File: src/rtl/core/rhs_pkg.sv
// package for the resource hazard scoreboard: sizes, codes, item types
// and controller/datapath interface structs; no dependencies
package rhs_pkg;

  localparam int unsigned KIND_MAX     = 7;
  localparam int unsigned ACTIVE_DEPTH = 32;
  localparam int unsigned RECORD_DEPTH = 16;

  localparam int unsigned ACW = $clog2(ACTIVE_DEPTH + 1);
  localparam int unsigned AIW = $clog2(ACTIVE_DEPTH);
  localparam int unsigned RCW = $clog2(RECORD_DEPTH + 1);
  localparam int unsigned RIW = $clog2(RECORD_DEPTH);

  localparam logic [1:0] OP_ADD    = 2'd0;
  localparam logic [1:0] OP_CHECK  = 2'd1;
  localparam logic [1:0] OP_COMMIT = 2'd2;

  localparam logic [1:0] ACT_INVALID  = 2'd0;
  localparam logic [1:0] ACT_CONTINUE = 2'd1;

  typedef struct packed {
    logic [1:0]  opcode;
    logic [2:0]  kind;
    logic [63:0] handle;
    logic        is_write;
    logic [1:0]  commit_action;
    logic        reset_hazards;
  } in_item_t;

  typedef struct packed {
    logic accepted;
    logic read_after_write;
    logic write_after_read;
    logic write_after_write;
    logic hazard;
    logic active_now;
    logic overflow;
  } out_item_t;

  // tag: write bit on top, kind below
  typedef logic [3:0] tag_t;

  typedef enum logic [2:0] {
    ST_IDLE,
    ST_ADD,
    ST_WALK,
    ST_FIN,
    ST_DONE
  } state_e;

  typedef struct packed {
    logic start;
    logic add;
    logic step;
    logic fin;
    logic emit;
  } dp_cmd_t;

  typedef struct packed {
    logic is_add;
    logic need_walk;
    logic walk_last;
  } dp_sts_t;

endpackage

File: src/rtl/core/rhs_ctrl.sv
// scoreboard controller: sequences add, record walk, commit finish and
// result hand-off; owns the channel handshakes; uses rhs_pkg
module rhs_ctrl import rhs_pkg::*; (
  input  logic    clk_i,
  input  logic    rst_ni,
  input  logic    in_valid_i,
  output logic    in_ready_o,
  output logic    out_valid_o,
  input  logic    out_ready_i,
  input  dp_sts_t sts_i,
  output dp_cmd_t cmd_o
);

  state_e state_q, state_d;
  logic   out_valid_q, out_valid_d;

  always_comb begin
    state_d = state_q;
    case (state_q)
      ST_IDLE: begin
        if (in_valid_i) begin
          if (sts_i.is_add)         state_d = ST_ADD;
          else if (sts_i.need_walk) state_d = ST_WALK;
          else                      state_d = ST_FIN;
        end
      end
      ST_ADD:  state_d = ST_DONE;
      ST_WALK: if (sts_i.walk_last) state_d = ST_FIN;
      ST_FIN:  state_d = ST_DONE;
      ST_DONE: if (!out_valid_q || out_ready_i) state_d = ST_IDLE;
      default: state_d = ST_IDLE;
    endcase
  end

  always_comb begin
    cmd_o       = '0;
    in_ready_o  = 1'b0;
    out_valid_d = out_valid_q && !out_ready_i;
    case (state_q)
      ST_IDLE: begin
        in_ready_o  = 1'b1;
        cmd_o.start = in_valid_i;
      end
      ST_ADD:  cmd_o.add  = 1'b1;
      ST_WALK: cmd_o.step = 1'b1;
      ST_FIN:  cmd_o.fin  = 1'b1;
      ST_DONE: begin
        if (!out_valid_q || out_ready_i) begin
          cmd_o.emit  = 1'b1;
          out_valid_d = 1'b1;
        end
      end
      default: cmd_o = '0;
    endcase
  end

  always_ff @(posedge clk_i or negedge rst_ni) begin
    if (!rst_ni) begin
      state_q     <= ST_IDLE;
      out_valid_q <= 1'b0;
    end else begin
      state_q     <= state_d;
      out_valid_q <= out_valid_d;
    end
  end

  assign out_valid_o = out_valid_q;

endmodule

File: config.mk
export PLATFORM = sky130hd
export DESIGN_NAME = rhs_ctrl
export DESIGN_NICKNAME = d
export VERILOG_FILES = /design/src/rtl/core/rhs_pkg.sv /design/src/rtl/core/rhs_ctrl.sv
export SDC_FILE = /design/constraint.sdc
export NUM_CORES = 1
export LEC_CHECK = 0
export ABC_AREA = 1
export BUFFER_PORTS_ARGS = -buffer_cell sky130_fd_sc_hd__buf_2
export CAP_MARGIN = 15
export CORE_AREA = 2 2 39 41
export DETAILED_ROUTE_END_ITERATION = 10
export DIE_AREA = 0 0 41 43
export PLACE_DENSITY = 0.52
export SLEW_MARGIN = 30
export SYNTH_ARGS = -nofsm -noshare
export SYNTH_HDL_FRONTEND = slang
export SYNTH_SLANG_ARGS = --single-unit
export TNS_END_PERCENT = 30
File: constraint.sdc
create_clock -name clk_i -period 1.05 [get_ports clk_i]
set_input_delay 0.0525 -clock clk_i [delete_from_list [all_inputs] [get_ports clk_i]]
set_output_delay 0.0525 -clock clk_i [all_outputs]
set_load 0.01 [all_outputs]
== Word level (Yosys, flattened, before mapping) ==
Index checks and enable logic that the tools add are counted.
Word-level totals
  output and inout port bits: 7
  register bits: 4
  bits of input ports: 7
  logic and storage cells: 31
Cells by class
  mux-type cells: 15
  equality and inequality tests: 7
  reduce and logical (&&, ||, !) cells: 7
Operators by type and width (number)
  $pmux W3 S4: 1
  $mux W1: 10
  $mux W3: 3
  $eq A3 B2 Y1 const B: 2
  $ne A2 B2 Y1 const B: 3
  $eq A3 B1 Y1 const B: 1
  $eq A3 B3 Y1 const B: 1
  $logic_not A3 Y1: 1
  $reduce_and A3 Y1: 1
  $logic_not A1 Y1: 2
  $mux W2: 1
  $reduce_or A2 Y1: 1
  $logic_and A1 B1 Y1: 1
  $logic_or A1 B1 Y1: 1

== Depth between registers and ports, before layout ==
Gate-level depths: netlist (run 1).
  word-level depth: 4
  depth in mapped cells: 6
  mapped depth without buffers: 6

== Worst setup path after synthesis (run 1) ==
No wires, ideal clock.
  path kind: register -> register
  start: register state_q[0]
  end: register state_q[1]
  data arrival time: 837 ps
  setup slack: 135 ps
  required time: 973 ps
  buffers on the path: 0
  period minus slack after synthesis: 915 ps
  library setup time: 77 ps
  cell stages (with the launch flop): 6
  cells stage by stage: dfrtp_1 -> nor2_4 -> nand2_1 -> inv_2 -> nand2_1 -> a21oi_1
On the way
  word-level cells in the longest chain between the ends: 3
  elaborated cells between the ends (all ways): 11
  classes of those cells: eq/ne: 7; mux: 1; reduce/logical: 3
Ends and longest elaborated chain
  start: declaration: RTL line rhs_ctrl.sv:14  | state_e state_q, state_d;
  start signal: assignment: RTL line rhs_ctrl.sv:62  | state_q <= state_d;
  $eq A3 B2 Y1 (tied with other cells): RTL line rhs_ctrl.sv:19  | case (state_q)
  $reduce_or A2 Y1 (no line) / $ne A2 B2 Y1 (equally long branches)
  $pmux W3 S4 / $reduce_and A3 Y1 (equally long branches)
Several ways; a longest one is shown, not always the timed one.
A chain may end at the register's enable or synchronous reset.

==> results.md, run 1 <==
- Drt first-iter violations: 0
- CP Capture Type: primary output
- Post-synth top area cell: dfrtp_1
- Total global-route track usage: 8.64%
- CP Cell Sequence: nor2_4, nand2_1, nor2_1, buf_2
- Crit path buf inv count: 1
- Post-route antenna net violation count: 0
- Post-synth top cells: inv_1, nand2_1, nor2_1
- Initial Utilization: 18.4%
- Ys async rst share: 100%
- Lkg Pwr: 0.000246 uW
- Delay-heaviest family, CP: flip-flops
- Vias per cell: 4.00
- Cells after Synth: 38
- # IOs: 14
- Inserted Diodes: 0
- Worst Setup SP: state_q[0]$_DFFE_PN0P_
- Slew of the pin with the lowest slew margin: ~0.18 ns
- Worst reg2reg endpoint: state_q[0]$_DFFE_PN0P_
- CTS tree: built
- Clk buf depth: 2
- Rows: 14
- Register area share after synthesis: 39.4%
- CP max FO: 4
- Slowest stage delay, CP: between 0.4 and 0.5 ns
- Maximum VDD drop: 1.08 mV
- Met3 WL: approximately 65 um
- Total Nets Final: 66
- Initial antenna violation count: 0
- Placement Cell Area: 339 um2
- Crit path kind: flop to primary output
- Clk_lat worst skew: 0.23 ns
- Vias in the first global route: 240
- Final hold viol count: 0
- Metal-1 WL: roughly 240 um
- Depth of the CTS H-tree: 1
- CP Capture Point: cmd_o[0]
- HPWL Detailed: between 400 and 500 um
- Detailed Routing Iterations Pass 1: 1
- WP data required: 1.00 ns
- Startpoint types: flop
- Reg2reg start: state_q[0]$_DFFE_PN0P_
- Post-synth EDFFs: 0
- Fin crit period: roughly 1.1 ns
- Root Buffer: clkbuf_4
- Cell area after synthesis: 254 um2
- Critical path depth: 4
- Setup slack after layout: -0.0932 ns
- Fin crit share: 109%
- Fin. max-slew vios: 0
- Top-area cell type share of the netlist area: around two fifths
- DP Worst Slack: 0.0608 ns
- Largest net degree at the start of global routing: 5
- R2R cell count: 7
- Clock Pin Slew Worst Setup and Hold Paths: around 0.04 ns
- Die Area: roughly 1800 um2
- Height of the chip: 43 um
- Netlist cell types: 10
- Worst Skew: ~0.0021 ns
- Synthesized net count: 45
- Hold Crit Class: primary input to flop
- DR WL/cell: between 8 and 9 um
- Failing checks: setup timing
- Finish-stage setup viols: 8
- RSZ-0062 raised after global routing: yes
- Core ar.: 1380 um2
- Vias: between 200 and 300
- Placer Congestion: approximately 0.74
- Synthesis-to-layout area growth: 58.1%
- Hold_ws: ~0.038 ns
- Yosys reg bits: 4
- Slowest cell on crit path: dfrtp_1
- Total design power: 1130 uW
- Slew Limit Headroom: a little under 90%
- # DRC: 0
- Grt ovf: 0
- Drt total wl: between 600 and 700 um
- Worst R2R Setup Slack: -0.08 ns
- Num CTS Buffers: 3
- Status: finished with violations
- Area contributors post-synth: dfrtp_1, inv_1, nand2_1
- MaxCap Viol Count: 0
- P per Cell Area: about 2800 nW/um2
- Synth Warn #: 0
- Fmax: 875 MHz
- Worst EP arrival: ~1.1 ns
- Core Util, Final: between 20% and 30%
- Fillers: about 160
- First-pass GRT wire length: approximately 950 um
- Clock Sink Count: 4
- Main synth FF type: dfrtp_1
- PortBufs: 13
- Layout cells sized above 1: between 40% and 50%
- Met2 routed WL: around 290 um
- Max layer used: met3
- Final Cell Area: between 400 and 500 um2
- Chip width: 41 um
- Mapped Avg Cell Area: between 6 and 7 um2
==> area by class of cell <==
type,instances,area [um2],area share [%]
sequential,4,101,25.2
inverter,10,37.5,9.35
timing repair buffer,16,96.3,24.0
clock buffer,3,22.5,5.61
multi-input combinational,24,124,30.8
tap,16,20.0,4.98
==> routing by layer <==
| metal | track usage (%) | up-vias |
|---|---|---|
| li1 | - | 152 |
| met2 | 12.5 | 12 |
| met5 | 0 | - |
| met3 | 7.85 | 0 |
| met4 | 2.00 | 0 |
| met1 | 9.03 | 128 |
==> worst reg2reg max path, cell delays in order (launching register included) <==
cell and delay (ns):
dfrtp_1 0.41, nor2_4 0.16, buf_4 0.12, buf_4 0.09
nand3_1 0.06, nand2_1 0.06, inv_1 0.04, nor2_2 0.11
==> how the worst min path moves through the flow <==
stage / startpoint / to / cells past startpoint
global placement: rst_ni / state_q[0]$_DFFE_PN0P_ / 1
global route: out_ready_i / out_valid_o$_DFF_PN0_ / 2
floorplan: rst_ni / out_valid_o$_DFF_PN0_ / 0
finish: out_ready_i / out_valid_o$_DFF_PN0_ / 2
detailed placement: rst_ni / state_q[0]$_DFFE_PN0P_ / 1
CTS: out_ready_i / out_valid_o$_DFF_PN0_ / 2
==> stage by stage <==
| step | setup TNS [ns] | std cells |
|---|---|---|
| global route | -1.14 | 73 |
| CTS | -0.569 | 72 |
| finish | -0.546 | 73 |
| global placement | 0 | 67 |
| floorplan | 0 | 38 |
| detailed placement | 0 | 67 |
==> registers in the layout (all words and copies together), names as in the netlist <==
register     count
state_q          3
out_valid_o      1
==> repair_timing <==
item | CTS | global route
setup buffers | 1 | 1
hold buffers | 1 | 0
hold endpoints to repair | 4 | 0
pin swaps | 1 | 1
endpoints found under the setup margin | 6 | 8
gates resized for setup | 5 | 1
==> report_power, final <==
part,switching [uW],total (uW),internal (uW)
combinational,348,643,294
clock,60.9,189,128
sequential,76.9,297,220
total,486,1130,642
==> placed cells by master (no fill, tap or decap) <==
cell	count
nor2_2	2
inv_2	3
buf_4	2
nand3_1	5
a21oi_1	1
buf_2	12
nand2_1	7
o21ai_0	1
nand2_2	2
inv_1	7
clkbuf_4	3
nor2_4	2
dfrtp_1	3
buf_6	1
dlygate4sd3_1	1
dfrtp_2	1
nor2_1	4
==> cells by family (layout without fill, tap and decap cells) <==
kind of cell	after synthesis	count (layout)	synth area share [%]
simple gates	22	22	41.9
flops	4	4	39.4
compound gates	2	2	3.94
buf+inv	10	29	14.8
Note: power is estimated with default switching activity, not from simulation.
==> run 2, diff against run 1 <==
--- a/config.mk
+++ b/config.mk
@@ -9,9 +9,11 @@
 export BUFFER_PORTS_ARGS = -buffer_cell sky130_fd_sc_hd__buf_2
 export CAP_MARGIN = 15
 export CORE_AREA = 2 2 39 41
+export CTS_CLUSTER_SIZE = 16
 export DETAILED_ROUTE_END_ITERATION = 10
 export DIE_AREA = 0 0 41 43
 export PLACE_DENSITY = 0.52
+export RECOVER_POWER = 100
 export SLEW_MARGIN = 30
 export SYNTH_ARGS = -nofsm -noshare
 export SYNTH_HDL_FRONTEND = slang
==> run 2 against run 1 <==
Against the previous run: the flow still finishes with violations (setup timing); clock-buffer cell count is the same; critical path depth unchanged; combinational power fell by 0.6%; power shrank 0.33%; cell count unchanged; register-to-register slack about the same; die area stayed put; sequential cell count unchanged; routed wire length stayed put; largest cell class unchanged.
==> results.md, run 2 (synthesis results as in run 1) <==
- Crit path kind: flop to primary output
- Clock Sink Count: 4
- Fin crit period: 1.14 ns
- Slew of the pin with the lowest slew margin: between 0.2 and 0.25 ns
- Failing checks: setup timing
- Hold Crit Class: primary input to flop
- Slew Limit Headroom: between 80% and 90%
- Fillers: about 160
- P per Cell Area: about 2800 nW/um2
- # DRC: 0
- Layout cells sized above 1: 45.6%
- Vias in the first global route: 240
- Maximum VDD drop: 1.08 mV
- Placer Congestion: roughly 0.74
- Finish-stage setup viols: 8
- Status: finished with violations
- Setup slack after layout: -0.0928 ns
- Vias per cell: around 4.0
- Top reg by flops: state_q
- Fin crit share: 109%
- Worst reg2reg endpoint: state_q[0]$_DFFE_PN0P_
- WP data required: 1.00 ns
- Register Area: 101 um2
- Fin. max-slew vios: 0
- Die Area: 1760 um2
- Total Nets Final: 66
- CP max FO: 4
- Inserted Diodes: 0
- Clk buf depth: 2
- Height of the chip: about 43 um
- RSZ-0062 raised after global routing: yes
- CTS tree: built
- Vias: approximately 300
- CP Capture Type: primary output
- Rows: 14
- Worst Skew: 0.00212 ns
- Hold_ws: between 0.03 and 0.04 ns
- Drt first-iter violations: 0
- Total global-route track usage: 8.64%
- Worst Setup SP: state_q[0]$_DFFE_PN0P_
- Detailed Routing Iterations Pass 1: 1
- Num CTS Buffers: 3
- Worst EP arrival: between 1 and 1.5 ns
- Initial antenna violation count: 0
- Startpoint types: flop
- MaxCap Viol Count: 0
- Clock Pin Slew Worst Setup and Hold Paths: around 0.040 ns
- PortBufs: 13
- Core ar.: between 1000 and 1500 um2
- Clk_lat worst skew: 0.23 ns
- Depth of the CTS H-tree: 1
- Synthesis-to-layout area growth: 57.1%
- Commonest non-fill, non-tap cells in the layout: buf_2, nand2_1, inv_1
- DR WL/cell: around 8.2 um
- Lkg Pwr: 0.000240 uW
- CP Capture Point: cmd_o[0]
- Grt ovf: 0
- HPWL Detailed: between 400 and 500 um
- Largest net degree at the start of global routing: 5
- Drt total wl: 602 um
- Final hold viol count: 0
- Fmax: between 800 and 900 MHz
- Most common cell after layout, fill and taps aside: buf_2
- Post-route antenna net violation count: 0
- Setup TNS: -0.544 ns
- Total design power: between 1000 and 1500 uW
- Initial Utilization: a little under a fifth
- Reg2reg start: state_q[0]$_DFFE_PN0P_
- Multi-input logic area: approximately 120 um2
- R2R cell count: 7
- First-pass GRT wire length: about 950 um
- # IOs: 14
- Root Buffer: clkbuf_4
- Worst R2R Setup Slack: -0.08 ns
- Chip width: between 40 and 50 um
- Max reg flops: 3
run 2: worst min-delay path by stage:
stage | to | slack [ns] | depth (start not counted) | start
after floorplan | out_valid_o$_DFF_PN0_ | -0.24 | 0 | rst_ni
after global placement | state_q[0]$_DFFE_PN0P_ | -0.14 | 1 | rst_ni
after detailed placement | state_q[0]$_DFFE_PN0P_ | -0.14 | 1 | rst_ni
after CTS | out_valid_o$_DFF_PN0_ | 0.04 | 2 | out_ready_i
after global routing | out_valid_o$_DFF_PN0_ | 0.05 | 2 | out_ready_i
final | out_valid_o$_DFF_PN0_ | 0.04 | 2 | out_ready_i
run 2: critical path, stage by stage, from the launching register on:
cell and delay, ns:
dfrtp_1 0.41, nor2_4 0.16, nand2_1 0.08, nor2_1 0.08, buf_2 0.13
run 2: through the flow:
stage | std cells | instance area, um2 | worst slack, ns | utilization [%]
4_1_cts | 72 | 392 | -0.122 | 28.3
5_1_grt | 73 | 399 | -0.172 | 28.8
6_report | 73 | 399 | -0.0928 | 28.8
3_3_place_gp | 67 | 339 | 0.0938 | 24.5
2_1_floorplan | 38 | 254 | 0.135 | -
3_5_place_dp | 67 | 339 | 0.0608 | 24.5
run 2: what timing repair did:
action,4_1_cts,5_1_grt
gates cloned,0,0
hold buffers,1,0
endpoints found under the setup margin,6,8
endpoints found under the hold margin,4,0
buffers inserted,1,1
gates resized for setup,5,1
pin swaps,1,1
run 2: cell type report:
class	count	share of cell area, %
Clock buffer	3	5.64
Inverter	10	9.40
Multi-Input combinational cell	24	31.0
Sequential cell	4	25.4
Tap cell	16	5.02
Timing Repair Buffer	16	23.5
run 2: metal layers:
metal | share of wire (%) | wire length (um) | up-vias | global-route usage, %
met4 | 0 | 0 | 0 | 2.00
met3 | 11 | 66 | 0 | 7.85
met1 | 40 | 242 | 128 | 9.03
met5 | 0 | 0 | - | 0
met2 | 49 | 294 | 12 | 12.5
li1 | - | - | 152 | -
run 2: power breakdown:
part / total, uW / switching, uW / internal (uW) / leakage, uW
Clock: 189 / 60.9 / 128 / 0.0000138
Sequential: 297 / 77.3 / 220 / 0.0000502
Combinational: 639 / 348 / 290 / 0.000176
Total: 1120 / 487 / 638 / 0.000240
==> run 3, diff against run 2 <==
--- a/config.mk
+++ b/config.mk
@@ -8,11 +8,13 @@
 export ABC_AREA = 1
 export BUFFER_PORTS_ARGS = -buffer_cell sky130_fd_sc_hd__buf_2
 export CAP_MARGIN = 15
+export CELL_PAD_IN_SITES_DETAIL_PLACEMENT = 0
+export CELL_PAD_IN_SITES_GLOBAL_PLACEMENT = 1
 export CORE_AREA = 2 2 39 41
 export CTS_CLUSTER_SIZE = 16
 export DETAILED_ROUTE_END_ITERATION = 10
 export DIE_AREA = 0 0 41 43
-export PLACE_DENSITY = 0.52
+export PLACE_DENSITY = 0.67
 export RECOVER_POWER = 100
 export SLEW_MARGIN = 30
 export SYNTH_ARGS = -nofsm -noshare
==> run 3 against run 2 <==
Against the previous run: the flow still finishes with violations (setup timing); first-iteration DRC count rose by 4; combinational power shrank 2%; clock skew is 0.0021 ns higher; core utilization rose by 0.27 points; register-to-register slack is essentially flat; die area unchanged; non-clock buffer count did not move; critical endpoint is now cmd_o[1].
==> results.md, run 3 (synthesis results as in run 1) <==
- Status: finished with violations
- Failing checks: setup timing
- Total Nets Final: 66
- Fmax: 871 MHz
- # DRC: 0
- CTS tree: built
- Root Buffer: clkbuf_4
- Finished Layout Cells: 73
- Core Util, Final: between 20% and 30%
- Worst Skew: 0.00424 ns
- Crit path kind: flop to primary output
- Final hold viol count: 0
- Drt first-iter violations: 4
- Rows: 14
- Clk_lat worst skew: about 0.24 ns
- Slowest cell on crit path: dfrtp_2
- Slew of the pin with the lowest slew margin: between 0.2 and 0.25 ns
- Most common cell after layout, fill and taps aside: buf_2
- HPWL Detailed: 477 um
- Setup slack after layout: -0.0988 ns
- Fin crit share: 109%
- Placed cells: 67
- Inserted Diodes: 0
- Hold Crit Class: primary input to flop
- RSZ-0062 raised after global routing: yes
- DP Worst Slack: ~0.10 ns
- Hold_ws: 0.0217 ns
- Die Area: 1760 um2
- Worst EP arrival: between 1 and 1.5 ns
- Clock Sink Count: 4
- Vias in the first global route: 292
- R2R cell count: 6
- Detailed Routing Iterations Pass 1: 2
- Setup TNS: -0.605 ns
- Fin crit period: between 1 and 1.5 ns
- Fin. max-slew vios: 0
- Core ar.: 1380 um2
- Initial antenna violation count: 0
- P per Cell Area: about 2800 nW/um2
- Drt total wl: 632 um
- Post-route antenna net violation count: 0
- Clock Pin Slew Worst Setup and Hold Paths: ~0.040 ns
- Maximum VDD drop: ~0.9 mV
- Vias per cell: 3.96
- Placer Congestion: 0.760
- Top reg by flops: state_q
- CP Cell Sequence: inv_2, nand2_1, nor2_1, buf_2
- Height of the chip: approximately 43 um
- Layout cells sized above 1: a little under half
- Startpoint types: flop
- Max reg flops: 3
- Num CTS Buffers: 3
- Vias: a little under 300
- Grt ovf: 0
- # IOs: 14
- Slew Limit Headroom: between 80% and 90%
- CP Capture Type: primary output
- Synthesis-to-layout area growth: 58.6%
- Lkg Pwr: 0.000239 uW
- WP data required: 1.00 ns
- Initial Utilization: a little under a fifth
- Commonest non-fill, non-tap cells in the layout: buf_2, inv_1, nand2_1, nor2_1, nand3_1
- Total global-route track usage: a little over a tenth
- CP max FO: 4
- Slowest stage delay, CP: 0.45 ns
- Largest net degree at the start of global routing: 5
- MaxCap Viol Count: 0
- Chip width: slightly above 40 um
- DR WL/cell: between 8 and 9 um
- First-pass GRT wire length: 1.16 mm
- Finish-stage setup viols: 8
- Hold path depth: 2
- Depth of the CTS H-tree: 1
- PortBufs: 13
- Clk buf depth: 2
run 3: cell types whose count changed in the layout (fill, tap and decap cells not counted):
cell / previous run / this run
nor2_1: 4 / 6
dfrtp_1: 3 / 2
nand3_1: 5 / 4
nand2_2: 2 / 3
nor2_2: 2 / 0
dfrtp_2: 1 / 2
nand2_1: 7 / 6
nand3_2: 0 / 1
run 3: worst max-delay path, delay by kind of cell (launching register included):
family                 cells  cell delay [ns]
buffers and inverters      2             0.23
flip-flops                 1             0.45
AND/OR/NAND/NOR            2             0.18
run 3: path summary, 6_finish.rpt:
| check | to | slack, ns | from |
|---|---|---|---|
| setup / recovery | cmd_o[1] | -0.1 | state_q[2]$_DFFE_PN0P_ |
| hold / removal | out_valid_o$_DFF_PN0_ | 0.02 | out_ready_i |
| setup reg to reg | state_q[0]$_DFFE_PN0P_ | -0.08 | state_q[0]$_DFFE_PN0P_ |
| hold reg to reg | out_valid_o$_DFF_PN0_ | 0.54 | out_valid_o$_DFF_PN0_ |
| max in group asynchronous | state_q[2]$_DFFE_PN0P_ | 0.67 | rst_ni |
| min in group asynchronous | state_q[0]$_DFFE_PN0P_ | 0.17 | rst_ni |
run 3: through the flow:
step	power [uW]	instance area (um2)
2_1_floorplan	636	254
3_3_place_gp	796	339
3_5_place_dp	799	339
4_1_cts	1090	394
5_1_grt	1240	403
6_report	1130	403
run 3: area by class of cell:
| type | count | area, um2 |
|---|---|---|
| fillers | 157 | 981 |
| multi-input cells | 24 | 126 |
| flip-flops and latches | 4 | 103 |
| repair buffers | 16 | 93.8 |
| inverters | 10 | 37.5 |
| clock buffers | 3 | 22.5 |
| well taps | 16 | 20.0 |
run 3: what timing repair did:
item,4_1_cts,5_1_grt
resized for setup,5,2
endpoints found under the setup margin,6,8
hold buffers,1,0
hold endpoints to repair,4,0
buffers inserted,1,1
pin swaps,1,2
run 3: power by group:
| group | leakage, uW | total (uW) | switching (uW) | internal [uW] |
|---|---|---|---|---|
| clock | 0.0000138 | 197 | 68.9 | 128 |
| combinational | 0.000176 | 629 | 342 | 286 |
| sequential | 0.0000489 | 306 | 83.3 | 223 |
run 3: routing by layer:
layer | track usage (%) | share of wire, %
met5 | 0 | 0
met4 | 12.0 | 6.6
met3 | 3.66 | 5.9
met2 | 13.4 | 43
met1 | 11.7 | 44
